`src/hw/rtl/kmsd_pkg.sv`:
```
// ----------------------------------------------------------------------------
// kmsd_pkg: shared types and constants of the key matrix scanner
// Matrix geometry, scancode table, item codes and inter-module structs.
// ----------------------------------------------------------------------------
package kmsd_pkg;

  // Matrix geometry and debounce depth
  localparam int ROWS    = 6;
  localparam int COLUMNS = 16;
  localparam int SAMPLES = 2;

  localparam int ROW_W  = $clog2(ROWS);
  localparam int COL_W  = $clog2(COLUMNS);
  localparam int SLOT_W = (SAMPLES > 1) ? $clog2(SAMPLES) : 1;

  // Word fields
  localparam int CODE_W      = 7;
  localparam int SPACE_W     = 7;
  localparam int MAX_RESULTS = 64;
  localparam int COUNT_W     = 7;
  localparam int S_DATA_W    = 16;
  localparam int M_DATA_W    = 16;

  // Item codes
  localparam logic OP_TICK      = 1'b0;
  localparam logic OP_DRAIN     = 1'b1;
  localparam logic KIND_STATUS  = 1'b0;
  localparam logic KIND_EVENT   = 1'b1;

  // Keys of the reset chord
  localparam int CTRL_ROW       = 3;
  localparam int CTRL_COL       = 15;
  localparam int LEFT_SYS_ROW   = 5;
  localparam int LEFT_SYS_COL   = 14;
  localparam int RIGHT_SYS_ROW  = 5;
  localparam int RIGHT_SYS_COL  = 4;

  // Fixed scancode table
  localparam int TABLE_ROWS = 6;
  localparam int TABLE_COLS = 16;
  localparam logic [CODE_W-1:0] INVALID_CODE = 7'h7F;

  localparam logic [CODE_W-1:0] CODE_ROM [TABLE_ROWS][TABLE_COLS] = '{
    '{7'h2E, 7'h3D, 7'h1D, 7'h1E, 7'h5A, 7'h59, 7'h58, 7'h57,
      7'h56, 7'h55, 7'h54, 7'h53, 7'h52, 7'h51, 7'h50, 7'h45},
    '{7'h46, 7'h41, 7'h0D, 7'h0C, 7'h0B, 7'h0A, 7'h09, 7'h08,
      7'h07, 7'h06, 7'h05, 7'h04, 7'h03, 7'h02, 7'h01, 7'h00},
    '{7'h2F, 7'h5F, 7'h44, 7'h1B, 7'h1A, 7'h19, 7'h18, 7'h17,
      7'h16, 7'h15, 7'h14, 7'h13, 7'h12, 7'h11, 7'h10, 7'h42},
    '{7'h2D, 7'h4C, 7'h2B, 7'h2A, 7'h29, 7'h28, 7'h27, 7'h26,
      7'h25, 7'h24, 7'h23, 7'h22, 7'h21, 7'h20, 7'h62, 7'h63},
    '{7'h4E, 7'h4D, 7'h4F, 7'h61, 7'h3A, 7'h39, 7'h38, 7'h37,
      7'h36, 7'h35, 7'h34, 7'h33, 7'h32, 7'h31, 7'h30, 7'h60},
    '{7'h5E, 7'h3E, 7'h0F, 7'h65, 7'h67, 7'h5B, 7'h3C, 7'h1F,
      7'h3F, 7'h5C, 7'h43, 7'h4A, 7'h5D, 7'h40, 7'h66, 7'h64}
  };

  // Translate a key position, positions outside the table give the invalid code
  function automatic logic [CODE_W-1:0] scancode(logic [ROW_W-1:0] row,
                                                 logic [COL_W-1:0] col);
    logic [CODE_W-1:0] code;
    code = INVALID_CODE;
    if (int'(row) < TABLE_ROWS && int'(col) < TABLE_COLS) begin
      code = CODE_ROM[row][col];
    end
    return code;
  endfunction

  typedef logic [ROWS-1:0] row_bits_t;

  // Sequencer to key store
  typedef struct packed {
    logic             tick;
    row_bits_t        levels;
    logic             clear;
    logic             clear_press;
    logic [COL_W-1:0] col;
    logic [ROW_W-1:0] row;
  } ks_cmd_t;

  // Key store to sequencer
  typedef struct packed {
    logic [COL_W-1:0] scan_column;
    logic             reset_request;
    logic             pend_press;
    logic             pend_release;
  } ks_status_t;

  // One result word
  typedef struct packed {
    logic              kind;
    logic [COL_W-1:0]  drive_column;
    logic              reset_request;
    logic [CODE_W-1:0] scancode;
    logic              is_press;
    logic              last;
  } out_item_t;

endpackage

```
`src/hw/rtl/kmsd_keystore.sv`:
```
// ----------------------------------------------------------------------------
// kmsd_keystore: debounce samples, key state and pending event bits
// Applies one column update per tick and one event clear per drain step.
// ----------------------------------------------------------------------------
module kmsd_keystore (
  input  logic                 clk,
  input  logic                 rst,
  input  kmsd_pkg::ks_cmd_t    cmd,
  output kmsd_pkg::ks_status_t status
);

  kmsd_pkg::row_bits_t sample_store [kmsd_pkg::COLUMNS][kmsd_pkg::SAMPLES];
  kmsd_pkg::row_bits_t key_state       [kmsd_pkg::COLUMNS];
  kmsd_pkg::row_bits_t press_pending   [kmsd_pkg::COLUMNS];
  kmsd_pkg::row_bits_t release_pending [kmsd_pkg::COLUMNS];
  logic [kmsd_pkg::COL_W-1:0]  scan_column;
  logic [kmsd_pkg::SLOT_W-1:0] sample_slot;

  kmsd_pkg::row_bits_t lvl;
  kmsd_pkg::row_bits_t diff;
  kmsd_pkg::row_bits_t press_next;
  kmsd_pkg::row_bits_t release_next;
  kmsd_pkg::row_bits_t key_next;

  // Debounced level of the scanned column: OR of the new sample and the others
  always_comb begin
    lvl = cmd.levels;
    for (int s = 0; s < kmsd_pkg::SAMPLES; s++) begin
      if (kmsd_pkg::SLOT_W'(s) != sample_slot) begin
        lvl = lvl | sample_store[scan_column][s];
      end
    end
    diff         = key_state[scan_column] ^ lvl;
    press_next   = press_pending[scan_column] | (diff & ~lvl);
    release_next = release_pending[scan_column] | (diff & lvl);
    key_next     = (key_state[scan_column] & ~press_next) | release_next;
  end

  // Update the column on a tick, drop one pending bit on a drain step
  always_ff @(posedge clk) begin
    if (rst) begin
      for (int c = 0; c < kmsd_pkg::COLUMNS; c++) begin
        for (int s = 0; s < kmsd_pkg::SAMPLES; s++) begin
          sample_store[c][s] <= '1;
        end
        key_state[c]       <= '1;
        press_pending[c]   <= '0;
        release_pending[c] <= '0;
      end
      scan_column <= '0;
      sample_slot <= '0;
    end else begin
      if (cmd.tick) begin
        sample_store[scan_column][sample_slot] <= cmd.levels;
        press_pending[scan_column]   <= press_next;
        release_pending[scan_column] <= release_next;
        key_state[scan_column]       <= key_next;
        if (scan_column == kmsd_pkg::COL_W'(kmsd_pkg::COLUMNS - 1)) begin
          scan_column <= '0;
          if (sample_slot == kmsd_pkg::SLOT_W'(kmsd_pkg::SAMPLES - 1)) begin
            sample_slot <= '0;
          end else begin
            sample_slot <= sample_slot + 1'b1;
          end
        end else begin
          scan_column <= scan_column + 1'b1;
        end
      end
      if (cmd.clear) begin
        if (cmd.clear_press) begin
          press_pending[cmd.col][cmd.row] <= 1'b0;
        end else begin
          release_pending[cmd.col][cmd.row] <= 1'b0;
        end
      end
    end
  end

  assign status.scan_column   = scan_column;
  assign status.reset_request =
      !key_state[kmsd_pkg::CTRL_COL][kmsd_pkg::CTRL_ROW] &&
      !key_state[kmsd_pkg::LEFT_SYS_COL][kmsd_pkg::LEFT_SYS_ROW] &&
      !key_state[kmsd_pkg::RIGHT_SYS_COL][kmsd_pkg::RIGHT_SYS_ROW];
  assign status.pend_press    = press_pending[cmd.col][cmd.row];
  assign status.pend_release  = release_pending[cmd.col][cmd.row];

`ifndef SYNTHESIS
  a_no_tick_during_clear: assert property (@(posedge clk) disable iff (rst)
    !(cmd.tick && cmd.clear))
    else $error("tick and drain clear in the same cycle");

  a_column_advance: assert property (@(posedge clk) disable iff (rst)
    cmd.tick && scan_column != kmsd_pkg::COL_W'(kmsd_pkg::COLUMNS - 1)
    |=> scan_column == $past(scan_column) + 1'b1)
    else $error("scan column did not advance after tick");
`endif

endmodule

```
`src/hw/rtl/kmsd_seq.sv`:
```
// ----------------------------------------------------------------------------
// kmsd_seq: item sequencer and key walker
// Runs the tick update; walks key positions on drain, one per cycle unless stalled.
// ----------------------------------------------------------------------------
module kmsd_seq (
  input  logic                                clk,
  input  logic                                rst,
  input  logic                                in_valid,
  output logic                                in_ready,
  input  logic                                op,
  input  kmsd_pkg::row_bits_t                 row_levels,
  input  logic [kmsd_pkg::SPACE_W-1:0]        buffer_space,
  input  kmsd_pkg::ks_status_t                status,
  output kmsd_pkg::ks_cmd_t                   cmd,
  input  logic                                out_ready,
  output logic                                push,
  output kmsd_pkg::out_item_t                 push_item
);

  typedef enum logic [2:0] {
    S_IDLE,
    S_TICK,
    S_TICK_OUT,
    S_WALK,
    S_FLUSH
  } state_t;

  state_t                         state;
  logic [kmsd_pkg::COL_W-1:0]     col;
  logic [kmsd_pkg::ROW_W-1:0]     row;
  logic [kmsd_pkg::COUNT_W-1:0]   budget;
  logic [kmsd_pkg::COUNT_W-1:0]   count;
  logic                           have_cand;
  kmsd_pkg::out_item_t            cand;
  kmsd_pkg::row_bits_t            levels;

  logic                           key_event;
  logic                           full;
  logic                           at_end;
  kmsd_pkg::out_item_t            new_item;
  kmsd_pkg::out_item_t            status_item;
  logic [kmsd_pkg::COUNT_W-1:0]   space_clamped;

  assign key_event = status.pend_press || status.pend_release;
  assign full      = (count == budget);
  assign at_end    = (col == kmsd_pkg::COL_W'(kmsd_pkg::COLUMNS - 1)) &&
                     (row == kmsd_pkg::ROW_W'(kmsd_pkg::ROWS - 1));
  assign in_ready  = (state == S_IDLE);

  assign space_clamped =
      (buffer_space > kmsd_pkg::SPACE_W'(kmsd_pkg::MAX_RESULTS)) ?
      kmsd_pkg::COUNT_W'(kmsd_pkg::MAX_RESULTS) :
      kmsd_pkg::COUNT_W'(buffer_space);

  // Build the event word for the current key and the tick status word
  always_comb begin
    new_item               = '0;
    new_item.kind          = kmsd_pkg::KIND_EVENT;
    new_item.scancode      = kmsd_pkg::scancode(row, col);
    new_item.is_press      = status.pend_press;
    status_item               = '0;
    status_item.kind          = kmsd_pkg::KIND_STATUS;
    status_item.drive_column  = status.scan_column;
    status_item.reset_request = status.reset_request;
    status_item.last          = 1'b1;
  end

  // Key store commands
  always_comb begin
    cmd             = '0;
    cmd.tick        = (state == S_TICK);
    cmd.levels      = levels;
    cmd.col         = col;
    cmd.row         = row;
    cmd.clear       = (state == S_WALK) && out_ready && !full && key_event;
    cmd.clear_press = status.pend_press;
  end

  // Push finished words; a candidate leaves once the next event or the end is known
  always_comb begin
    push      = 1'b0;
    push_item = cand;
    unique case (state)
      S_TICK_OUT: begin
        push      = out_ready;
        push_item = status_item;
      end
      S_WALK: begin
        if (out_ready) begin
          if (full) begin
            push           = 1'b1;
            push_item.last = 1'b1;
          end else if (key_event && have_cand) begin
            push           = 1'b1;
            push_item.last = 1'b0;
          end
        end
      end
      S_FLUSH: begin
        push           = out_ready && have_cand;
        push_item.last = 1'b1;
      end
      default: begin
        push = 1'b0;
      end
    endcase
  end

  always_ff @(posedge clk) begin
    if (rst) begin
      state     <= S_IDLE;
      have_cand <= 1'b0;
      col       <= '0;
      row       <= '0;
      budget    <= '0;
      count     <= '0;
      cand      <= '0;
      levels    <= '0;
    end else begin
      unique case (state)
        S_IDLE: begin
          if (in_valid) begin
            if (op == kmsd_pkg::OP_TICK) begin
              levels <= row_levels;
              state  <= S_TICK;
            end else begin
              budget    <= space_clamped;
              count     <= '0;
              col       <= '0;
              row       <= '0;
              have_cand <= 1'b0;
              state     <= (space_clamped == '0) ? S_IDLE : S_WALK;
            end
          end
        end
        S_TICK: begin
          state <= S_TICK_OUT;
        end
        S_TICK_OUT: begin
          if (out_ready) begin
            state <= S_IDLE;
          end
        end
        S_WALK: begin
          if (out_ready) begin
            if (full) begin
              state <= S_IDLE;
            end else begin
              if (key_event) begin
                cand      <= new_item;
                have_cand <= 1'b1;
                count     <= count + 1'b1;
              end
              // Advance to the next row, then the next column
              if (at_end) begin
                state <= S_FLUSH;
              end else if (row == kmsd_pkg::ROW_W'(kmsd_pkg::ROWS - 1)) begin
                row <= '0;
                col <= col + 1'b1;
              end else begin
                row <= row + 1'b1;
              end
            end
          end
        end
        S_FLUSH: begin
          if (out_ready) begin
            state <= S_IDLE;
          end
        end
        default: begin
          state <= S_IDLE;
        end
      endcase
    end
  end

`ifndef SYNTHESIS
  a_count_in_budget: assert property (@(posedge clk) disable iff (rst)
    state == S_WALK |-> count <= budget)
    else $error("drain sent more events than the buffer space");

  a_full_has_cand: assert property (@(posedge clk) disable iff (rst)
    state == S_WALK && full |-> have_cand)
    else $error("drain budget used up without a held event");
`endif

endmodule

```
`src/hw/rtl/key_matrix_scan_debounce.sv`:
```
// ----------------------------------------------------------------------------
// key_matrix_scan_debounce: 6x16 key matrix scanner with debounce
// Tick words update one column; drain words emit pending key scancodes.
// ----------------------------------------------------------------------------
// A tick updates the key store in S_TICK and pushes its status word in S_TICK_OUT;
// inputs are taken again in S_IDLE. A drain walks 96 key positions one per cycle
// while the output is not stalled, then flushes the held event; it ends early once
// the space runs out. One word at a time; the walk is paced by the output register.
// Reset: synchronous, sets key and sample state to released, clears pending state.
// ----------------------------------------------------------------------------
module key_matrix_scan_debounce (
  input  logic        clk,
  input  logic        rst,
  input  logic        s_tvalid,
  output logic        s_tready,
  // [5:0] row_levels, [12:6] buffer_space, [15:13] zero
  input  logic [15:0] s_tdata,
  // [0] operation
  input  logic        s_tuser,
  output logic        m_tvalid,
  input  logic        m_tready,
  // [3:0] drive_column, [4] reset_request, [11:5] scancode, [12] is_press,
  // [15:13] zero
  output logic [15:0] m_tdata,
  // [0] kind
  output logic        m_tuser,
  output logic        m_tlast
);

  kmsd_pkg::ks_cmd_t    cmd;
  kmsd_pkg::ks_status_t status;
  logic                 out_ready;
  logic                 push;
  kmsd_pkg::out_item_t  push_item;
  logic                 out_valid;
  kmsd_pkg::out_item_t  out_item;

  kmsd_keystore u_keystore (
    .clk    (clk),
    .rst    (rst),
    .cmd    (cmd),
    .status (status)
  );

  kmsd_seq u_seq (
    .clk          (clk),
    .rst          (rst),
    .in_valid     (s_tvalid),
    .in_ready     (s_tready),
    .op           (s_tuser),
    .row_levels   (s_tdata[5:0]),
    .buffer_space (s_tdata[12:6]),
    .status       (status),
    .cmd          (cmd),
    .out_ready    (out_ready),
    .push         (push),
    .push_item    (push_item)
  );

  // Output register: load when empty or being taken
  assign out_ready = !out_valid || m_tready;

  always_ff @(posedge clk) begin
    if (rst) begin
      out_valid <= 1'b0;
    end else if (push) begin
      out_valid <= 1'b1;
    end else if (m_tready) begin
      out_valid <= 1'b0;
    end
  end

  always_ff @(posedge clk) begin
    if (push) begin
      out_item <= push_item;
    end
  end

  assign m_tvalid = out_valid;
  assign m_tuser  = out_item.kind;
  assign m_tlast  = out_item.last;
  assign m_tdata  = {3'b000, out_item.is_press, out_item.scancode,
                     out_item.reset_request, out_item.drive_column};

`ifndef SYNTHESIS
  a_push_has_room: assert property (@(posedge clk) disable iff (rst)
    push |-> out_ready)
    else $error("word pushed into a full output register");
`endif

endmodule
```
`config.mk`:
```
export PLATFORM = sky130hd
export DESIGN_NAME = key_matrix_scan_debounce
export DESIGN_NICKNAME = d
export VERILOG_FILES = /design/src/hw/rtl/kmsd_pkg.sv /design/src/hw/rtl/kmsd_keystore.sv /design/src/hw/rtl/kmsd_seq.sv /design/src/hw/rtl/key_matrix_scan_debounce.sv
export SDC_FILE = /design/constraint.sdc
export NUM_CORES = 1
export LEC_CHECK = 0
export ABC_CLOCK_PERIOD_IN_PS = 3500
export BUFFER_PORTS_ARGS = -buffer_cell sky130_fd_sc_hd__clkbuf_2
export CORE_UTILIZATION = 40
export DETAILED_ROUTE_END_ITERATION = 10
export PLACE_DENSITY_LB_ADDON = 0.1
export SYNTH_ARGS = -nofsm -noshare
export SYNTH_HDL_FRONTEND = slang
export SYNTH_SLANG_ARGS = --single-unit
export TNS_END_PERCENT = 20
```
`constraint.sdc`:
```
create_clock -name clk -period 3.5 [get_ports clk]
set_clock_uncertainty 0.2 [all_clocks]
set_input_delay 0.175 -clock clk [delete_from_list [all_inputs] [get_ports clk]]
set_output_delay 0.175 -clock clk [all_outputs]
set_load 0.05 [all_outputs]
```
==> results.yml <==
sta:
  finalSetupViolations: 44
  post-route-min-period_ns: 3.58
  fmax_mhz: 279
  setup_slack_ns: -0.0809
  hold_viol: 0
  rsz0062_at_grt: "yes"
  holdWs_ns: 0.260
  fin_setup_tns_ns: -1.12
  relSlewSlack: 0.300
  period_share: 1.02
  max_slew.worst_pin.slew_ns: 1.05
  finalMaxSlewViolations: 0
die:
  initial_core_util: 0.405
  die_area_mm2: 0.0734
  rows: 98
  dieHeight_um: 271
  pin_count: 41
  fp.coreArea_mm2: 0.0715
  die_x_um: 271
clocking:
  path_clk_slew_ns: 0.06
  clock-sinks: 549
  cts_tree: "built"
  clock_tree.buffer_depth: 3
  h-tree-depth: 2
  clock_latency_ns: 0.67
  cts_buffers: 61
  cts-root-buf: "clkbuf_16"
setup_path:
  critPathMaxFanout: 12
  crit_path_max_incr_delay_ns: 0.53
  crit_path_start_kind: "flop"
  worstSetupEndpointType: "flop"
  r2r_slack_ns: -0.08
  crit_top_cell: "buf_12"
  crit_type: "flop to flop"
  required_ns: 3.67
  r2r_end: "u_keystore.release_pending[0][3]$_SDFFCE_PN0P_"
  worstPathCellList: "buf_12, buf_12, mux4_2, mux2_4, a32oi_1, nand4_1, nor4_2, buf_4, nor4b_4, buf_12, buf_12, mux2i_1, buf_4, nor2_1"
  crit_slowest_cell: "mux4_2"
  r2r_cells: 14
  arrival_ns: 3.75
global_routing:
  grt_start_max_net_pins: 81
  grtUsageTotal: 0.255
  overflow: 0
  grt_pass1_wl_um: 140000
  antenna_found_initial: 2
  grt_pass1_vias: 21000
layout:
  area_delta_synth_final_pct: 19.6
  layout_commonest_cell: "edfxtp_1"
  instances_no_fill: 3558
  design_area_mm2: 0.0346
  drive_gt1_frac: 0.274
  final_nets: 2599
  layout_common_cells: "edfxtp_1, nor2_1, nand2_1"
  final_core_util: 0.484
  diodes: 0
pwr:
  power.density_mw_per_mm2: 501
  share_comb_of_total_power: 0.198
  intPower_mw: 12.3
  finalPower_mw: 17.3
  sequentialPowerShare: 0.433
  p_leak_nw: 10.4
  clkPwrFrac: 0.369
  p_sw_mw: 4.99
  ir_drop_v: 0.000454
  p_sw_frac: 0.288
yosys:
  yosysUniqueCellTypes: 70
  yosys_warnings: 0
  ys_ff_latch: 549
  synthCells: 2377
  ys_seq_area_frac: 0.551
  syn_area_mm2: 0.0289
  synth_flop_cell: "edfxtp_1"
  synth_async_sr_flop_share: 0
  synth.avg_cell_area_um2: 12.2
  synth_edf_count: 495
job:
  maxCapViolations: 0
min_path:
  hold_depth: 2
  hold_path_end: "u_seq.cand[5]$_SDFFE_PP0P_"
  hold_path.class: "flop to flop"
  hold_start: "u_seq.cand[5]$_SDFFE_PP0P_"
detailed_routing:
  dr_total_vias: 20900
  dr.pass1.iters: 7
  drt_iter0_markers: 2103
  routed_wirelength_um: 93800
  avgRoutedWirePerCell_um: 26.4
  final_antenna_net_count: 0
  drc: 0
  vias_per_cell: 5.87
placed_design:
  gp_congestion: 0.988
  pre_cts_ws_ns: -0.295
  dpl.cell_count: 3390
  place_area_mm2: 0.0318
  dp_hpwl_um: 68600
  port_buffers: 34
status:
  violations: "negative setup slack"
  status: "finished, violations left"
critical path, delay by kind of cell (launching register included):
kind,cells,cell delay (ns)
buf+inv,6,1.01
mux,3,0.98
simple gates,4,0.55
flops,1,0.39
compound gates,1,0.15
cell families after synthesis:
logic type / Yosys count / synth area share
muxes: 270 / 0.173
DFF: 549 / 0.551
xor gates and xnor gates: 13 / 0.00394
other: 1 / 0.000130
buffers and inverters: 224 / 0.0317
adders and majority gates: 21 / 0.00908
and+or+nand+nor: 909 / 0.153
AOI/OAI and AO/OA: 390 / 0.0778
worst max path at each step:
stage                                                       to  startpoint  slack [ns]  cells after the start
6_report        u_keystore.release_pending[0][3]$_SDFFCE_PN0P_        flop       -0.08                     14
4_1_cts         u_keystore.release_pending[0][3]$_SDFFCE_PN0P_        flop       -0.05                     14
5_1_grt         u_keystore.release_pending[5][5]$_SDFFCE_PN0P_        flop       -0.19                     12
3_5_place_dp   u_keystore.release_pending[13][4]$_SDFFCE_PN0P_        flop       -0.30                      9
3_3_place_gp   u_keystore.release_pending[12][4]$_SDFFCE_PN0P_        flop       -0.25                      9
2_1_floorplan  u_keystore.release_pending[10][0]$_SDFFCE_PN0P_        flop       0.008                     10
Yosys cell counts (all sizes together), types with 5 or more instances:
library cell / n / share of area
edfxtp: 495 / 0.51
nor2: 286 / 0.037
o21ai: 220 / 0.038
nand2: 214 / 0.028
mux4: 181 / 0.14
clkbuf: 159 / 0.021
or3: 92 / 0.020
or2: 86 / 0.019
mux2i: 85 / 0.030
a21oi: 67 / 0.012
nand2b: 65 / 0.014
dfxtp: 54 / 0.037
buf: 45 / 0.0085
nand3: 45 / 0.0078
nor3: 30 / 0.0052
nor2b: 23 / 0.0050
and2: 22 / 0.0048
ha: 21 / 0.0091
a211oi: 18 / 0.0047
inv: 18 / 0.0023
o21bai: 17 / 0.0044
a21o: 13 / 0.0034
xnor2: 12 / 0.0036
a22oi: 10 / 0.0026
nand4: 9 / 0.0019
nor3b: 8 / 0.0021
o211ai: 7 / 0.0018
nor4: 6 / 0.0015
o221ai: 5 / 0.0015
sequential cells by signal (all words and copies together), names as in the netlist, 3 cells and up, named ones only:
register,flops
u_seq.state,3
u_seq.budget,7
u_keystore.scan_column,4
u_seq.levels,6
u_seq.row,3
m_tdata,13
u_keystore.key_state,96
u_keystore.press_pending,96
u_seq.col,4
u_keystore.release_pending,96
u_seq.cand,9
u_seq.count,7
u_keystore.sample_store,192
repair_timing:
item | in CTS | in global routing
buffers inserted | 11 | 2
endpoints found under the hold margin | 49 | 0
hold buffers | 39 | 0
setup endpoints to repair | 336 | 392
pin swaps | 10 | 18
resized for setup | 24 | 92
gates cloned | 0 | 3
power groups by stage:
stage	logic [mW]	registers [mW]	clock network [mW]
2_1_floorplan	1.89	7.65	0
6_report	3.44	7.50	6.39
4_1_cts	3.41	7.50	6.50
3_3_place_gp	3.30	7.63	0
3_5_place_dp	3.34	7.63	0
5_1_grt	3.65	7.52	6.74
final cells by class:
cell class              count  area, µm²
fillers                  6320      36900
multi-input cells        1606      12400
clock buffers              74       1600
flip-flops and latches    549      16000
inverters                  20       75.1
clock inverters            40        377
repair buffers            319       3020
well taps                 950       1190
layer usage:
| metal | GRT usage | share of wire | vias to the layer above |
|---|---|---|---|
| met1 | 0.349 | 0.42 | 10600 |
| met2 | 0.420 | 0.48 | 862 |
| met3 | 0.0327 | 0.065 | 153 |
| li1 | - | - | 9256 |
| met4 | 0.0843 | 0.035 | 0 |
| met5 | 0 | 0 | - |
Power figures use the tool's default switching activity.
